$ cat config.mk
export PLATFORM = sky130hd
export DESIGN_NAME = fpga_power_config_sequencer_top
export DESIGN_NICKNAME = d
export VERILOG_FILES = /design/src/hw/rtl/fpcs_pkg.sv /design/src/hw/rtl/fpcs_in_reg.sv /design/src/hw/rtl/fpcs_step.sv /design/src/hw/rtl/fpga_power_config_sequencer_top.sv
export SDC_FILE = /design/constraint.sdc
export NUM_CORES = 1
export LEC_CHECK = 0
export BUFFER_PORTS_ARGS = -buffer_cell sky130_fd_sc_hd__buf_4
export CAP_MARGIN = 20
export CELL_PAD_IN_SITES_DETAIL_PLACEMENT = 1
export CELL_PAD_IN_SITES_GLOBAL_PLACEMENT = 2
export CORE_MARGIN = 2
export CORE_UTILIZATION = 35
export CTS_CLUSTER_DIAMETER = 80
export DETAILED_ROUTE_END_ITERATION = 8
export GPL_TIMING_DRIVEN = 0
export PLACE_DENSITY_LB_ADDON = 0.1
export SYNTH_ARGS = -nofsm -noshare
export SYNTH_HDL_FRONTEND = slang
export SYNTH_SLANG_ARGS = --single-unit
$ cat constraint.sdc
create_clock -name clk -period 9.68 [get_ports clk]
set_input_delay 1.936 -clock clk [delete_from_list [all_inputs] [get_ports clk]]
set_output_delay 1.936 -clock clk [all_outputs]
set_load 0.05 [all_outputs]
$ cat src/hw/rtl/fpcs_pkg.sv
`default_nettype none

package fpcs_pkg;

	// sequencer phase codes
	localparam logic [1:0] PH_OFF    = 2'd0;
	localparam logic [1:0] PH_READY  = 2'd1;
	localparam logic [1:0] PH_CONFIG = 2'd2;
	localparam logic [1:0] PH_ACTIVE = 2'd3;

	// configuration register indexes
	localparam int unsigned CFG_IDX_W  = 2;
	localparam int unsigned CFG_DATA_W = 8;
	localparam logic [CFG_IDX_W-1:0] CFG_WDT_ENABLE  = 2'd0;
	localparam logic [CFG_IDX_W-1:0] CFG_WDT_TIMEOUT = 2'd1;
	localparam logic [CFG_IDX_W-1:0] CFG_BOOT_SEL    = 2'd2;

	// configuration reset values
	localparam logic       WDT_ENABLE_RST  = 1'b1;
	localparam logic [7:0] WDT_TIMEOUT_RST = 8'd3;
	localparam logic [1:0] BOOT_SEL_RST    = 2'd0;

	// item actions
	localparam logic ACT_STEP  = 1'b0;
	localparam logic ACT_WRITE = 1'b1;

	localparam int unsigned TICK_W = 32;

	typedef struct packed {
		logic              action;
		logic              request_value;
		logic              rail_good;
		logic              fpga_kick;
		logic              fpga_mem_choice;
		logic [TICK_W-1:0] now_tick;
	} req_item_t;

	typedef struct packed {
		logic [1:0] phase;
		logic       power_enable;
		logic       mem_select_pin;
		logic [1:0] boot_pins;
		logic       run_request;
		logic       bus_accessible;
	} rsp_item_t;

	typedef struct packed {
		logic       wdt_enable;
		logic [7:0] wdt_timeout;
		logic [1:0] boot_sel;
	} cfg_t;

endpackage

`default_nettype wire

$ cat src/hw/rtl/fpcs_in_reg.sv
`default_nettype none

module fpcs_in_reg (
	input  wire                  clk,
	input  wire                  arst_n,
	input  wire                  req_valid,
	output logic                 req_stall,
	input  fpcs_pkg::req_item_t  req,
	input  wire                  adv,
	output logic                 valid_s1,
	output fpcs_pkg::req_item_t  item_s1
);

	// stage holds its item until the step stage can move it on
	assign req_stall = valid_s1 & ~adv;

	// valid flag
	always_ff @(posedge clk or negedge arst_n) begin
		if (!arst_n) begin
			valid_s1 <= 1'b0;
		end else if (!req_stall) begin
			valid_s1 <= req_valid;
		end
	end

	// item capture
	always_ff @(posedge clk) begin
		if (req_valid && !req_stall) begin
			item_s1 <= req;
		end
	end

endmodule

`default_nettype wire

$ cat src/hw/rtl/fpcs_step.sv
`default_nettype none

module fpcs_step (
	input  wire                  clk,
	input  wire                  arst_n,
	input  wire                  fire,
	input  fpcs_pkg::req_item_t  item,
	input  fpcs_pkg::cfg_t       cfg,
	output fpcs_pkg::rsp_item_t  result
);

	logic [1:0]                      phase_q,    phase_nx;
	logic                            run_q,      run_nx;
	logic                            next_mem_q, next_mem_nx;
	logic                            kick_q,     kick_nx;
	logic [fpcs_pkg::TICK_W-1:0]     stamp_q,    stamp_nx;
	logic                            power_q,    power_nx;
	logic                            mem_pin_q,  mem_pin_nx;
	logic [1:0]                      boot_q,     boot_nx;
	logic [fpcs_pkg::TICK_W-1:0]     deadline;
	logic                            run_w;

	// next state for one item
	always_comb begin
		phase_nx    = phase_q;
		run_nx      = run_q;
		next_mem_nx = next_mem_q;
		kick_nx     = kick_q;
		stamp_nx    = stamp_q;
		power_nx    = power_q;
		mem_pin_nx  = mem_pin_q;
		boot_nx     = boot_q;
		run_w       = run_q;

		// watchdog: refresh stamp on a pin change, then check expiry
		if (cfg.wdt_enable && (kick_q != item.fpga_kick)) begin
			kick_nx  = item.fpga_kick;
			stamp_nx = item.now_tick;
		end
		deadline = stamp_nx + {{(fpcs_pkg::TICK_W-8){1'b0}}, cfg.wdt_timeout};
		if (cfg.wdt_enable && (deadline < item.now_tick)) begin
			run_w = 1'b0;
		end

		if (item.action == fpcs_pkg::ACT_WRITE) begin
			kick_nx  = kick_q;
			stamp_nx = stamp_q;
			run_nx   = item.request_value;
		end else begin
			case (phase_q)
				fpcs_pkg::PH_OFF: begin
					kick_nx  = kick_q;
					stamp_nx = stamp_q;
					if (run_q) begin
						power_nx = 1'b1;
						phase_nx = fpcs_pkg::PH_READY;
					end
				end
				fpcs_pkg::PH_READY: begin
					kick_nx  = kick_q;
					stamp_nx = stamp_q;
					if (!run_q) begin
						power_nx = 1'b0;
						phase_nx = fpcs_pkg::PH_OFF;
					end else if (item.rail_good) begin
						mem_pin_nx = next_mem_q;
						boot_nx    = cfg.boot_sel;
						if (cfg.wdt_enable) begin
							kick_nx  = 1'b0;
							stamp_nx = item.now_tick;
						end
						phase_nx = fpcs_pkg::PH_CONFIG;
					end
				end
				fpcs_pkg::PH_CONFIG: begin
					run_nx = run_w;
					if (!run_w) begin
						power_nx    = 1'b0;
						next_mem_nx = ~next_mem_q;
						phase_nx    = fpcs_pkg::PH_OFF;
					end else if (item.fpga_kick) begin
						phase_nx = fpcs_pkg::PH_ACTIVE;
					end
				end
				default: begin
					run_nx = run_w;
					if (!run_w) begin
						power_nx    = 1'b0;
						next_mem_nx = ~next_mem_q;
						phase_nx    = fpcs_pkg::PH_OFF;
					end else begin
						mem_pin_nx = item.fpga_mem_choice;
					end
				end
			endcase
		end
	end

	// state registers
	always_ff @(posedge clk or negedge arst_n) begin
		if (!arst_n) begin
			phase_q    <= fpcs_pkg::PH_OFF;
			run_q      <= 1'b0;
			next_mem_q <= 1'b0;
			kick_q     <= 1'b0;
			stamp_q    <= '0;
			power_q    <= 1'b0;
			mem_pin_q  <= 1'b0;
			boot_q     <= 2'd0;
		end else if (fire) begin
			phase_q    <= phase_nx;
			run_q      <= run_nx;
			next_mem_q <= next_mem_nx;
			kick_q     <= kick_nx;
			stamp_q    <= stamp_nx;
			power_q    <= power_nx;
			mem_pin_q  <= mem_pin_nx;
			boot_q     <= boot_nx;
		end
	end

	// result item from the updated state
	always_comb begin
		result.phase          = phase_nx;
		result.power_enable   = power_nx;
		result.mem_select_pin = mem_pin_nx;
		result.boot_pins      = boot_nx;
		result.run_request    = run_nx;
		result.bus_accessible = (phase_nx == fpcs_pkg::PH_OFF) ||
		                        (phase_nx == fpcs_pkg::PH_READY);
	end

endmodule

`default_nettype wire

$ cat src/hw/rtl/fpga_power_config_sequencer_top.sv
`default_nettype none

// channel  signals                     width  direction
// req      req_valid/req_stall/req     37     in, one item per step or run request write
// rsp      rsp_valid/rsp_stall/rsp     8      out, one result per accepted item
// cfg      cfg_we/cfg_idx/cfg_data     2+8    in, register writes, no read-back
//
// an item enters the input register; once the pipeline advances, it updates the
// sequencer state and loads the result register; unless rsp_stall holds the result,
// the single step stage between the two registers sets the rate of one item per cycle
// arst_n clears the sequencer state and the valid flags and reloads the config reset values
// rsp_stall holds the result register; req_stall rises only when both
// registers are full and the result is stalled

module fpga_power_config_sequencer_top (
	input  wire                                 clk,
	input  wire                                 arst_n,
	input  wire                                 req_valid,
	output logic                                req_stall,
	input  fpcs_pkg::req_item_t                 req,
	output logic                                rsp_valid,
	input  wire                                 rsp_stall,
	output fpcs_pkg::rsp_item_t                 rsp,
	input  wire                                 cfg_we,
	input  wire [fpcs_pkg::CFG_IDX_W-1:0]       cfg_idx,
	input  wire [fpcs_pkg::CFG_DATA_W-1:0]      cfg_data
);

	fpcs_pkg::cfg_t       cfg_q;
	fpcs_pkg::req_item_t  item_s1;
	fpcs_pkg::rsp_item_t  result;
	logic                 valid_s1;
	logic                 adv;
	logic                 fire;

	// configuration registers
	always_ff @(posedge clk or negedge arst_n) begin
		if (!arst_n) begin
			cfg_q.wdt_enable  <= fpcs_pkg::WDT_ENABLE_RST;
			cfg_q.wdt_timeout <= fpcs_pkg::WDT_TIMEOUT_RST;
			cfg_q.boot_sel    <= fpcs_pkg::BOOT_SEL_RST;
		end else if (cfg_we) begin
			case (cfg_idx)
				fpcs_pkg::CFG_WDT_ENABLE:  cfg_q.wdt_enable  <= cfg_data[0];
				fpcs_pkg::CFG_WDT_TIMEOUT: cfg_q.wdt_timeout <= cfg_data[7:0];
				fpcs_pkg::CFG_BOOT_SEL:    cfg_q.boot_sel    <= cfg_data[1:0];
				default: ;
			endcase
		end
	end

	// pipeline moves when the result register is free or being taken
	assign adv  = ~rsp_valid | ~rsp_stall;
	assign fire = valid_s1 & adv;

	fpcs_in_reg u_in_reg (
		.clk       (clk),
		.arst_n    (arst_n),
		.req_valid (req_valid),
		.req_stall (req_stall),
		.req       (req),
		.adv       (adv),
		.valid_s1  (valid_s1),
		.item_s1   (item_s1)
	);

	fpcs_step u_step (
		.clk    (clk),
		.arst_n (arst_n),
		.fire   (fire),
		.item   (item_s1),
		.cfg    (cfg_q),
		.result (result)
	);

	// result register
	always_ff @(posedge clk or negedge arst_n) begin
		if (!arst_n) begin
			rsp_valid <= 1'b0;
		end else if (adv) begin
			rsp_valid <= valid_s1;
		end
	end

	always_ff @(posedge clk) begin
		if (fire) begin
			rsp <= result;
		end
	end

endmodule

`default_nettype wire

==> flow_metrics.tcl, run 1 <==
set metrics [dict create \
    hpwl_um 11500 \
    hold_viol 0 \
    hold_path_class "reg -> reg" \
    grt_max_degree 55 \
    fin_crit_sh_pct 80.6 \
    numCtsBuffers 9 \
    die-area_mm2 0.0175 \
    groute.usage.overall_pct 18.9 \
    start_util_pct 36.0 \
    required_ns 9.79 \
    h-tree-depth 3 \
    hold_slack_ns 0.482 \
    antenna_found_initial 0 \
    synth-seq-cells 99 \
    syn_avg_cell_area_um2 10.4 \
    synth_cell_type_count 57 \
    worstMarginPinSlew_ns 1.06 \
    cp-end-kind "flop" \
    core_area_mm2 0.0160 \
    rows 46 \
    path_max_fanout 10 \
    r2r_start "u_in_reg.item_s1[33]" \
    path_cells "xor2_1 > nand2_1 > clkbuf_1 > clkbuf_1 > clkbuf_1 > o21ai_0 > ha_1 > a211oi_1 > o211ai_1 > a31oi_1 > nor2_1 > nand3_1 > xor2_1 > mux2i_1 > ha_1 > nand4_1 > nor4_1 > nand3_1 > o21ai_1 > nor2_1 > o21a_1" \
    grt_pass1_wl_um 25900 \
    drtIter0Drc 200 \
    critPathLaunchType "flop" \
    yosys-top-cells-count "dfrtp_1, nand2_1, edfxtp_1, nor2_1" \
    clockBufferDepth 2 \
    final_util_pct 42.6 \
    hold_depth 2 \
    cp.arrival_ns 7.91 \
    slowest_delay_ns 0.82 \
    totalWireLength_um 15700 \
    fillers 1835 \
    reg2reg_to "rsp[0]" \
    fin_area_mm2 0.00681 \
    synth_edf_count 45 \
    post_cts_resized 0 \
    cts_tree "built" \
    synth_nets 647 \
    r2r_slack_ns 1.88 \
    p_leak_uw 0.00296 \
    synthArstFlopShare_pct 54.5 \
    synth.cell_area_mm2 0.00577 \
    overflow 0 \
    multi_input_area_mm2 0.00286 \
    maxSlewViolCount 0 \
    root_buffer "clkbuf_16" \
    yosys_warnings 0 \
    final.min_clock_period_ns 7.80 \
    slew_headroom_pct 28.9 \
    hold_start "u_step.boot_q[1]" \
    crit_type "reg -> reg" \
    cap_viol_max_count 0 \
    place_area_mm2 0.00652 \
    diodes 0 \
    yosys.area.top_type_share_pct 23.4 \
    syn_inst 554 \
    wire_per_inst_um 18.5 \
    total_power_uw 1700 \
    drc_errors 0 \
    yosys.area.top_type "edfxtp_1" \
    worstHoldEndpoint "u_step.boot_q[1]" \
    worstSkewPairLatency_ns 0.36 \
    ant_nets 0 \
    cts.clk_slew.worst_paths_ns 0.07 \
    cts_hold_buf 0 \
    ios 62 \
    routed_via_density 5.21 \
    finalSetupViolations 0 \
    critPathBufInv 3 \
    layout-drive-gt1-share_pct 17.2 \
    io_buffers 61 \
    die_y_um 132 \
    synthFlopType "dfrtp_1" \
    grt_setup_unrepaired "no" \
    vdd_drop_max_v 0.000119 \
    synth_area_leaders "edfxtp_1, dfrtp_1, ha_1" \
    fmax_ghz 0.128 \
    regArea_mm2 0.00271 \
    post_cts_buffers 0 \
    die_x_um 132 \
    synthToLayoutAreaGrowth_pct 18.1 \
    clock_sinks 99 \
    outcome "completed" \
    via_count 4418 \
    critPathTopFamily "compound AO/OA/AOI/OAI gates" \
    grt_pass1_vias 4822 \
    ys_seq_area_share_pct 46.9 \
    setup_tns_ns 0 \
    clock_skew_ns 0.0116 \
    yosysMostFrequentCell "dfrtp_1" \
    pwr_density_cell_mw_per_mm2 250 \
    crit_path_top_delay_cell "a31oi_1" \
    cpMostUsedCell "clkbuf_1" \
    reg2reg_depth 21 \
    gp_congestion 0.845 \
    nets 720 \
    dr.pass1.iters 4 \
]
==> state kept, by name, summed over array words and instances (netlist names) <==
register,count
cfg_q,11
rsp,8
rsp_valid,1
u_in_reg.item_s1,37
u_in_reg.valid_s1,1
u_step.boot_q,2
u_step.kick_q,1
u_step.mem_pin_q,1
u_step.next_mem_q,1
u_step.phase_q,2
u_step.power_q,1
u_step.run_q,1
u_step.stamp_q,32
==> power breakdown <==
group | leakage, µW | internal, µW | switching (µW)
clock | 0.000135 | 185 | 170
combinational | 0.00172 | 297 | 410
sequential | 0.00111 | 555 | 84.8
==> worst max path at each step <==
stage	from	end	slack, ns	cells past startpoint
5_1_grt	u_in_reg.item_s1[33]	rsp[0]	1.24	21
4_1_cts	u_in_reg.item_s1[33]	rsp[0]	1.81	22
6_report	u_in_reg.item_s1[33]	rsp[0]	1.88	21
3_5_place_dp	u_in_reg.item_s1[33]	rsp[0]	1.83	22
2_1_floorplan	u_in_reg.item_s1[33]	rsp[0]	4.39	23
3_3_place_gp	u_in_reg.item_s1[33]	rsp[0]	1.92	21
==> cells by family after synthesis <==
kind of cell,count (synthesis),share of synthesized area [%]
simple gates,163,13.6
flops,99,46.9
buf+inv,52,3.45
mux,47,9.11
fa+ha+maj,41,9.03
compound gates,115,12.1
xor+xnor,37,5.75
==> tightest hold or removal path, delay by kind of cell, from the launching register on <==
| kind | cells | cell delay, ns |
|---|---|---|
| simple gates | 2 | 0.10 |
| flops | 1 | 0.35 |
==> layout by cell type, fill, tap and decap left out, types with 6 or more instances in the layout <==
master,Yosys,final
o21ai_0,33,33
a21oi_1,40,40
xnor2_1,20,20
nand4_1,6,6
nand2_1,49,49
inv_1,39,39
nor3_1,19,19
mux2_2,18,18
nand2b_1,7,7
a211oi_1,9,9
clkbuf_1,8,9
nor2_1,45,45
mux2_1,26,26
clkbuf_16,0,9
ha_1,40,40
edfxtp_1,45,45
dfrtp_1,51,51
and3_1,6,6
xor2_1,16,16
nand3_1,14,14
buf_4,0,61
==> per-layer routing <==
layer / vias to the layer above / global-route usage (%) / wire (µm)
met5: - / 0 / 0
met2: 70 / 30.8 / 7430
met3: 12 / 4.50 / 516
met4: 0 / 3.94 / 143
met1: 2196 / 25.7 / 7570
li1: 2140 / - / -
==> layout make-up <==
type / count / area share [%]
plain buffers: 13 / 0.772
clock buffers: 11 / 3.56
clock inverters: 5 / 0.643
inverters: 39 / 2.15
multi-input cells: 403 / 42.0
flip-flops and latches: 99 / 39.7
well taps: 216 / 3.97
repair buffers: 62 / 7.13
==> stage by stage <==
stage	setup WS (ns)	cells
floorplan	4.39	554
global placement	1.92	831
detailed placement	1.83	832
CTS	1.81	848
global route	1.24	848
finish	1.88	848
Note: power is estimated with default switching activity, not from simulation.
==> run 2: changes to the inputs <==
Clock period 9.68 ns to 6.55 ns, I/O delays scaled along.
==> run 2 against run 1 <==
Utilization up 0.27 points. Clock power up 47%. Maximum frequency up 29%. First-iteration DRC count down 28%. Power up 49%. Clock-buffer cell count unchanged. Global-route usage about the same. Cell area up 0.64%. Cell count down 0.35%. Sequential cell count unchanged. Critical path type unchanged.
==> flow_metrics.tcl, run 2 (synthesized netlist as in run 1, its figures left out) <==
set metrics [dict create \
    outcome "completed" \
    rows 46 \
    dr.pass1.iters 4 \
    cts.clk_slew.worst_paths_ns 0.07 \
    p_leak_uw 0.00297 \
    die_y_um 132 \
    critPathBufInv 2 \
    worstSkewPairLatency_ns 0.35 \
    clock_skew_ns 0.0110 \
    hpwl_um 11500 \
    largest_reg_flops 37 \
    vdd_drop_max_v 0.000178 \
    numCtsBuffers 9 \
    cts_hold_buf 0 \
    finalSetupViolations 0 \
    drtIter0Drc 145 \
    io_buffers 61 \
    clockBufferDepth 2 \
    slowest_delay_ns 0.59 \
    start_util_pct 36.0 \
    required_ns 6.78 \
    top_regs "u_in_reg.item_s1: 37 flops, u_step.stamp_q: 32 flops, cfg_q: 11 flops" \
    synthToLayoutAreaGrowth_pct 18.9 \
    overflow 0 \
    slew_headroom_pct 47.7 \
    critPathTopFamily "compound AO/OA/AOI/OAI gates" \
    clock_sinks 99 \
    maxSlewViolCount 0 \
    nets 717 \
    path_cells "xor2_2 > nand2_2 > clkbuf_2 > clkbuf_2 > nand2_1 > o21ai_0 > ha_1 > a21o_1 > a211oi_1 > o21ai_0 > nand2_1 > or4_4 > a211oi_2 > xnor2_1 > ha_1 > a21oi_1 > nand2_1 > a211oi_1 > a41o_1 > o21ai_4 > a2111oi_1 > nor2_1" \
    pwr_density_cell_mw_per_mm2 370 \
    core_area_mm2 0.0160 \
    total_power_uw 2540 \
    totalWireLength_um 15600 \
    grt_pass1_wl_um 26000 \
    ant_nets 0 \
    cp-end-kind "flop" \
    fmax_ghz 0.165 \
    fin_crit_sh_pct 92.3 \
    layout-drive-gt1-share_pct 18.9 \
    critPathLaunchType "flop" \
    cts_tree "built" \
    hold_slack_ns 0.478 \
    drc_errors 0 \
    final.min_clock_period_ns 6.05 \
    routed_via_density 5.19 \
    cpMostUsedCell "nand2_1" \
    grt_max_degree 55 \
    ios 62 \
    die_x_um 132 \
    crit_path_top_delay_cell "or4_4" \
    root_buffer "clkbuf_16" \
    path_max_fanout 19 \
    diodes 0 \
    hold_path_class "reg -> reg" \
    antenna_found_initial 0 \
    grt_pass1_vias 4859 \
    worstMarginPinSlew_ns 0.784 \
    wire_per_inst_um 18.5 \
    layout_common_cells "buf_4, dfrtp_1, nand2_1" \
    grt_setup_unrepaired "no" \
    gp_congestion 0.845 \
    via_count 4387 \
    groute.usage.overall_pct 18.9 \
    final_common_cell "buf_4" \
    die-area_mm2 0.0175 \
    h-tree-depth 3 \
    hold_viol 0 \
    crit_type "reg -> reg" \
    regMostFlops "u_in_reg.item_s1" \
    cp.arrival_ns 6.28 \
    cap_viol_max_count 0 \
]
==> run 2: path summary, 6_finish.rpt <==
path | from | endpoint | slack [ns] | cells past startpoint
worst min register to register | u_step.boot_q[1] | u_step.boot_q[1] | 0.48 | 2
min in group asynchronous | arst_n | u_step.stamp_q[29] | 1.04 | 1
worst max-delay path | u_in_reg.item_s1[33] | u_step.mem_pin_q | 0.50 | 22
worst max register to register | u_in_reg.item_s1[33] | u_step.mem_pin_q | 0.50 | 22
worst min-delay path | u_step.boot_q[1] | u_step.boot_q[1] | 0.48 | 2
max in group asynchronous | arst_n | u_step.boot_q[1] | 5.00 | 1
==> run 2: power by group <==
part	total, µW	switching (µW)	internal, µW
Sequential	950	129	821
Clock	525	251	274
Combinational	1060	617	446
Total	2540	997	1540
==> run 2: metrics by stage <==
step | setup TNS, ns | setup WS [ns] | utilization, % | area, µm² | cells
after floorplan | 0 | 1.26 | - | 5770 | 554
after global placement | -12.49 | -1.21 | 40.6 | 6490 | 831
after detailed placement | -13.66 | -1.30 | 40.8 | 6520 | 832
after CTS | 0 | 0.00324 | 42.8 | 6850 | 846
after global routing | 0 | 0.0542 | 42.8 | 6850 | 845
final | 0 | 0.502 | 42.8 | 6850 | 845
==> run 2: per-layer routing <==
layer  GRT usage (%)  share of wire [%]  vias to the layer above
met5               0                  0                        -
met1            25.4                 48                     2181
met2            31.1                 48                       65
li1                -                  -                     2135
met3            4.69                3.6                        6
met4            4.00               0.68                        0
==> run 2: worst reg2reg max path, delay by kind of cell, from the launching register on <==
kind / cells / cell delay (ns)
compound gates: 10 / 2.18
xor+xnor: 2 / 0.51
fa+ha+maj: 2 / 0.66
buf+inv: 2 / 0.71
flops: 1 / 0.51
simple gates: 6 / 1.37
==> run 2: area by class of cell <==
cell class / count / area [µm²]
Buffer: 10 / 45.0
Clock buffer: 11 / 243
Clock inverter: 5 / 43.8
Fill cell: 1828 / 9150
Inverter: 39 / 146
Multi-Input combinational cell: 403 / 2910
Sequential cell: 99 / 2710
Tap cell: 216 / 270
Timing Repair Buffer: 62 / 485
==> run 2: repair_timing <==
action,4_1_cts,5_1_grt
resized for setup,11,5
endpoints found under the setup margin,12,12
hold endpoints to repair,0,0
setup buffers,0,0
==> run 3: changes to the inputs <==
Settings changed: PLACE_DENSITY_LB_ADDON 0.1 to 0.08, REMOVE_ABC_BUFFERS set to 1.
==> run 3 against run 2 <==
Sequential power increased by 0.6%. Cell count shrank 0.83%. Clock-buffer cell count decreased by 1. Clock skew up 0.0019 ns. Worst setup slack better by 0.13 ns. Via count decreased by 0.43%. Highest routed layer unchanged.
==> flow_metrics.tcl, run 3 (synthesized netlist as in run 1, its figures left out) <==
set metrics [dict create \
    outcome "completed" \
    grt-busiest-layer "met2" \
    fmax_ghz 0.169 \
    nets 710 \
    grt_util_met1_pct 22.3 \
    rows 46 \
    final_common_cell "buf_4" \
    top_regs "u_in_reg.item_s1: 37 flops, u_step.stamp_q: 32 flops, cfg_q: 11 flops" \
    slowest_delay_ns 0.59 \
    path_depth 19 \
    setup_ws_ns 0.629 \
    ios 62 \
    clock_sinks 99 \
    clock_skew_ns 0.0129 \
    crit_path_end "rsp[0]" \
    fin_crit_sh_pct 90.4 \
    numCtsBuffers 9 \
    cap_viol_max_count 0 \
    comb_power_share_pct 40.6 \
    path_cells "xor2_1 > nand2_4 > buf_12 > o21ai_0 > fa_1 > a21o_1 > a211oi_1 > o21ai_0 > nand2_1 > or4_4 > a211oi_2 > xnor2_1 > ha_1 > nand4_1 > nor4_2 > nand3_1 > o21ai_2 > nor2_1 > o21a_1" \
    hold_path_class "reg -> reg" \
    pwr_density_cell_mw_per_mm2 371 \
    place_ws_ns -0.386 \
    cp-end-kind "flop" \
    die-area_mm2 0.0175 \
    r2r_start "u_in_reg.item_s1[33]" \
    layout_common_cells "buf_4, dfrtp_1, nand2_1" \
    use_met2_pct 28.7 \
    use_met3_pct 4.58 \
    hold_viol 0 \
    drtIter0Drc 208 \
    dr.pass1.iters 4 \
    worstMarginPinSlew_ns 0.781 \
    cp.arrival_ns 6.04 \
    slew_headroom_pct 47.9 \
    critPathLaunch "u_in_reg.item_s1[33]" \
    finalSetupViolations 0 \
    clockPowerShare_pct 22.0 \
    reg2reg_to "rsp[0]" \
    p_switching_uw 977 \
    cts_hold_buf 0 \
    ant_nets 0 \
    final.min_clock_period_ns 5.92 \
    post_cts_buffers 0 \
    fillers 1826 \
    overflow 0 \
    grt_pass1_vias 4563 \
    grt_pass1_wl_um 23700 \
    totalWireLength_um 14300 \
    routed_via_density 5.21 \
    vdd_drop_max_v 0.000151 \
    p_leak_uw 0.00300 \
    critPathTopFamily "simple AND/OR/NAND/NOR gates" \
    synthToLayoutAreaGrowth_pct 19.5 \
    grt_max_degree 55 \
    cts.clk_slew.worst_paths_ns 0.07 \
    largest_reg_flops 37 \
    crit_type "reg -> reg" \
    pwr-share-seq_pct 37.4 \
    crit_path_top_delay_cell "or4_4" \
    cpMostUsedCell "o21ai_0" \
    reg2reg_depth 19 \
    swShare_pct 38.2 \
    antenna_found_initial 0 \
    maxSlewViolCount 0 \
    groute.usage.overall_pct 17.2 \
    grt_setup_unrepaired "no" \
    h-tree-depth 3 \
    drc_errors 0 \
    cts_tree "built" \
    root_buffer "clkbuf_16" \
    worstSkewPairLatency_ns 0.36 \
    hpwl_um 10600 \
    r2r_slack_ns 0.63 \
    gp_congestion 0.803 \
    diodes 0 \
    layout-drive-gt1-share_pct 18.3 \
    regMostFlops "u_in_reg.item_s1" \
    via_count 4368 \
    critPathLaunchType "flop" \
    critPathBufInv 1 \
    path_max_fanout 37 \
    power.internal_uw 1580 \
    io_buffers 61 \
    die_y_um 132 \
    clockBufferDepth 2 \
    start_util_pct 36.0 \
    wire_per_inst_um 17.1 \
    die_x_um 132 \
    core_area_mm2 0.0160 \
    setup_tns_ns 0 \
    required_ns 6.67 \
]
run 3: metrics by stage:
step	power, µW	util (%)	instances	area, µm²	hold slack [ns]
2_1_floorplan	1680	-	541	5710	0.440
3_3_place_gp	1960	40.3	818	6440	0.453
3_5_place_dp	2010	41.0	822	6560	0.469
4_1_cts	2590	43.0	838	6870	0.488
5_1_grt	2780	43.1	838	6890	0.512
6_report	2560	43.1	838	6890	0.478
run 3: layout make-up:
type / instances / area, µm² / area share (%)
Tap cell: 216 / 270 / 3.92
Sequential cell: 99 / 2710 / 39.3
Clock inverter: 6 / 68.8 / 0.998
Inverter: 39 / 146 / 2.12
Multi-Input combinational cell: 403 / 2900 / 42.1
Timing Repair Buffer: 65 / 561 / 8.13
Clock buffer: 10 / 239 / 3.47
run 3: worst min-delay path: cells and delay by family, from the launching register on:
kind,cells,cell delay [ns]
DFF,1,0.34
and+or+nand+nor,2,0.11
run 3: how the worst min path moves through the flow:
stage,slack (ns),endpoint,from,depth (start not counted)
floorplan,0.44,u_step.boot_q[1],u_step.boot_q[1],2
global placement,0.45,u_step.boot_q[0],u_step.boot_q[0],2
detailed placement,0.47,u_step.boot_q[0],u_step.boot_q[0],2
CTS,0.49,u_step.boot_q[0],u_step.boot_q[0],2
global route,0.51,u_step.next_mem_q,u_step.next_mem_q,1
finish,0.48,u_step.boot_q[1],u_step.boot_q[1],2
run 3: repair_timing:
action	4_1_cts	5_1_grt
cloned	0	0
endpoints found under the setup margin	12	12
resized for setup	2	3
run 3: metal layers:
metal | part of all wire [%] | vias up
li1 | - | 2129
met1 | 47 | 2169
met2 | 49 | 58
met3 | 3.4 | 12
met4 | 0.89 | 0
met5 | 0 | -
run 3: power by group through the flow:
stage	combinational (µW)	sequential (µW)	clock [µW]
2_1_floorplan	716	965	0
3_3_place_gp	997	961	0
3_5_place_dp	1040	966	0
4_1_cts	1050	957	581
6_report	1040	956	563
5_1_grt	1190	983	607
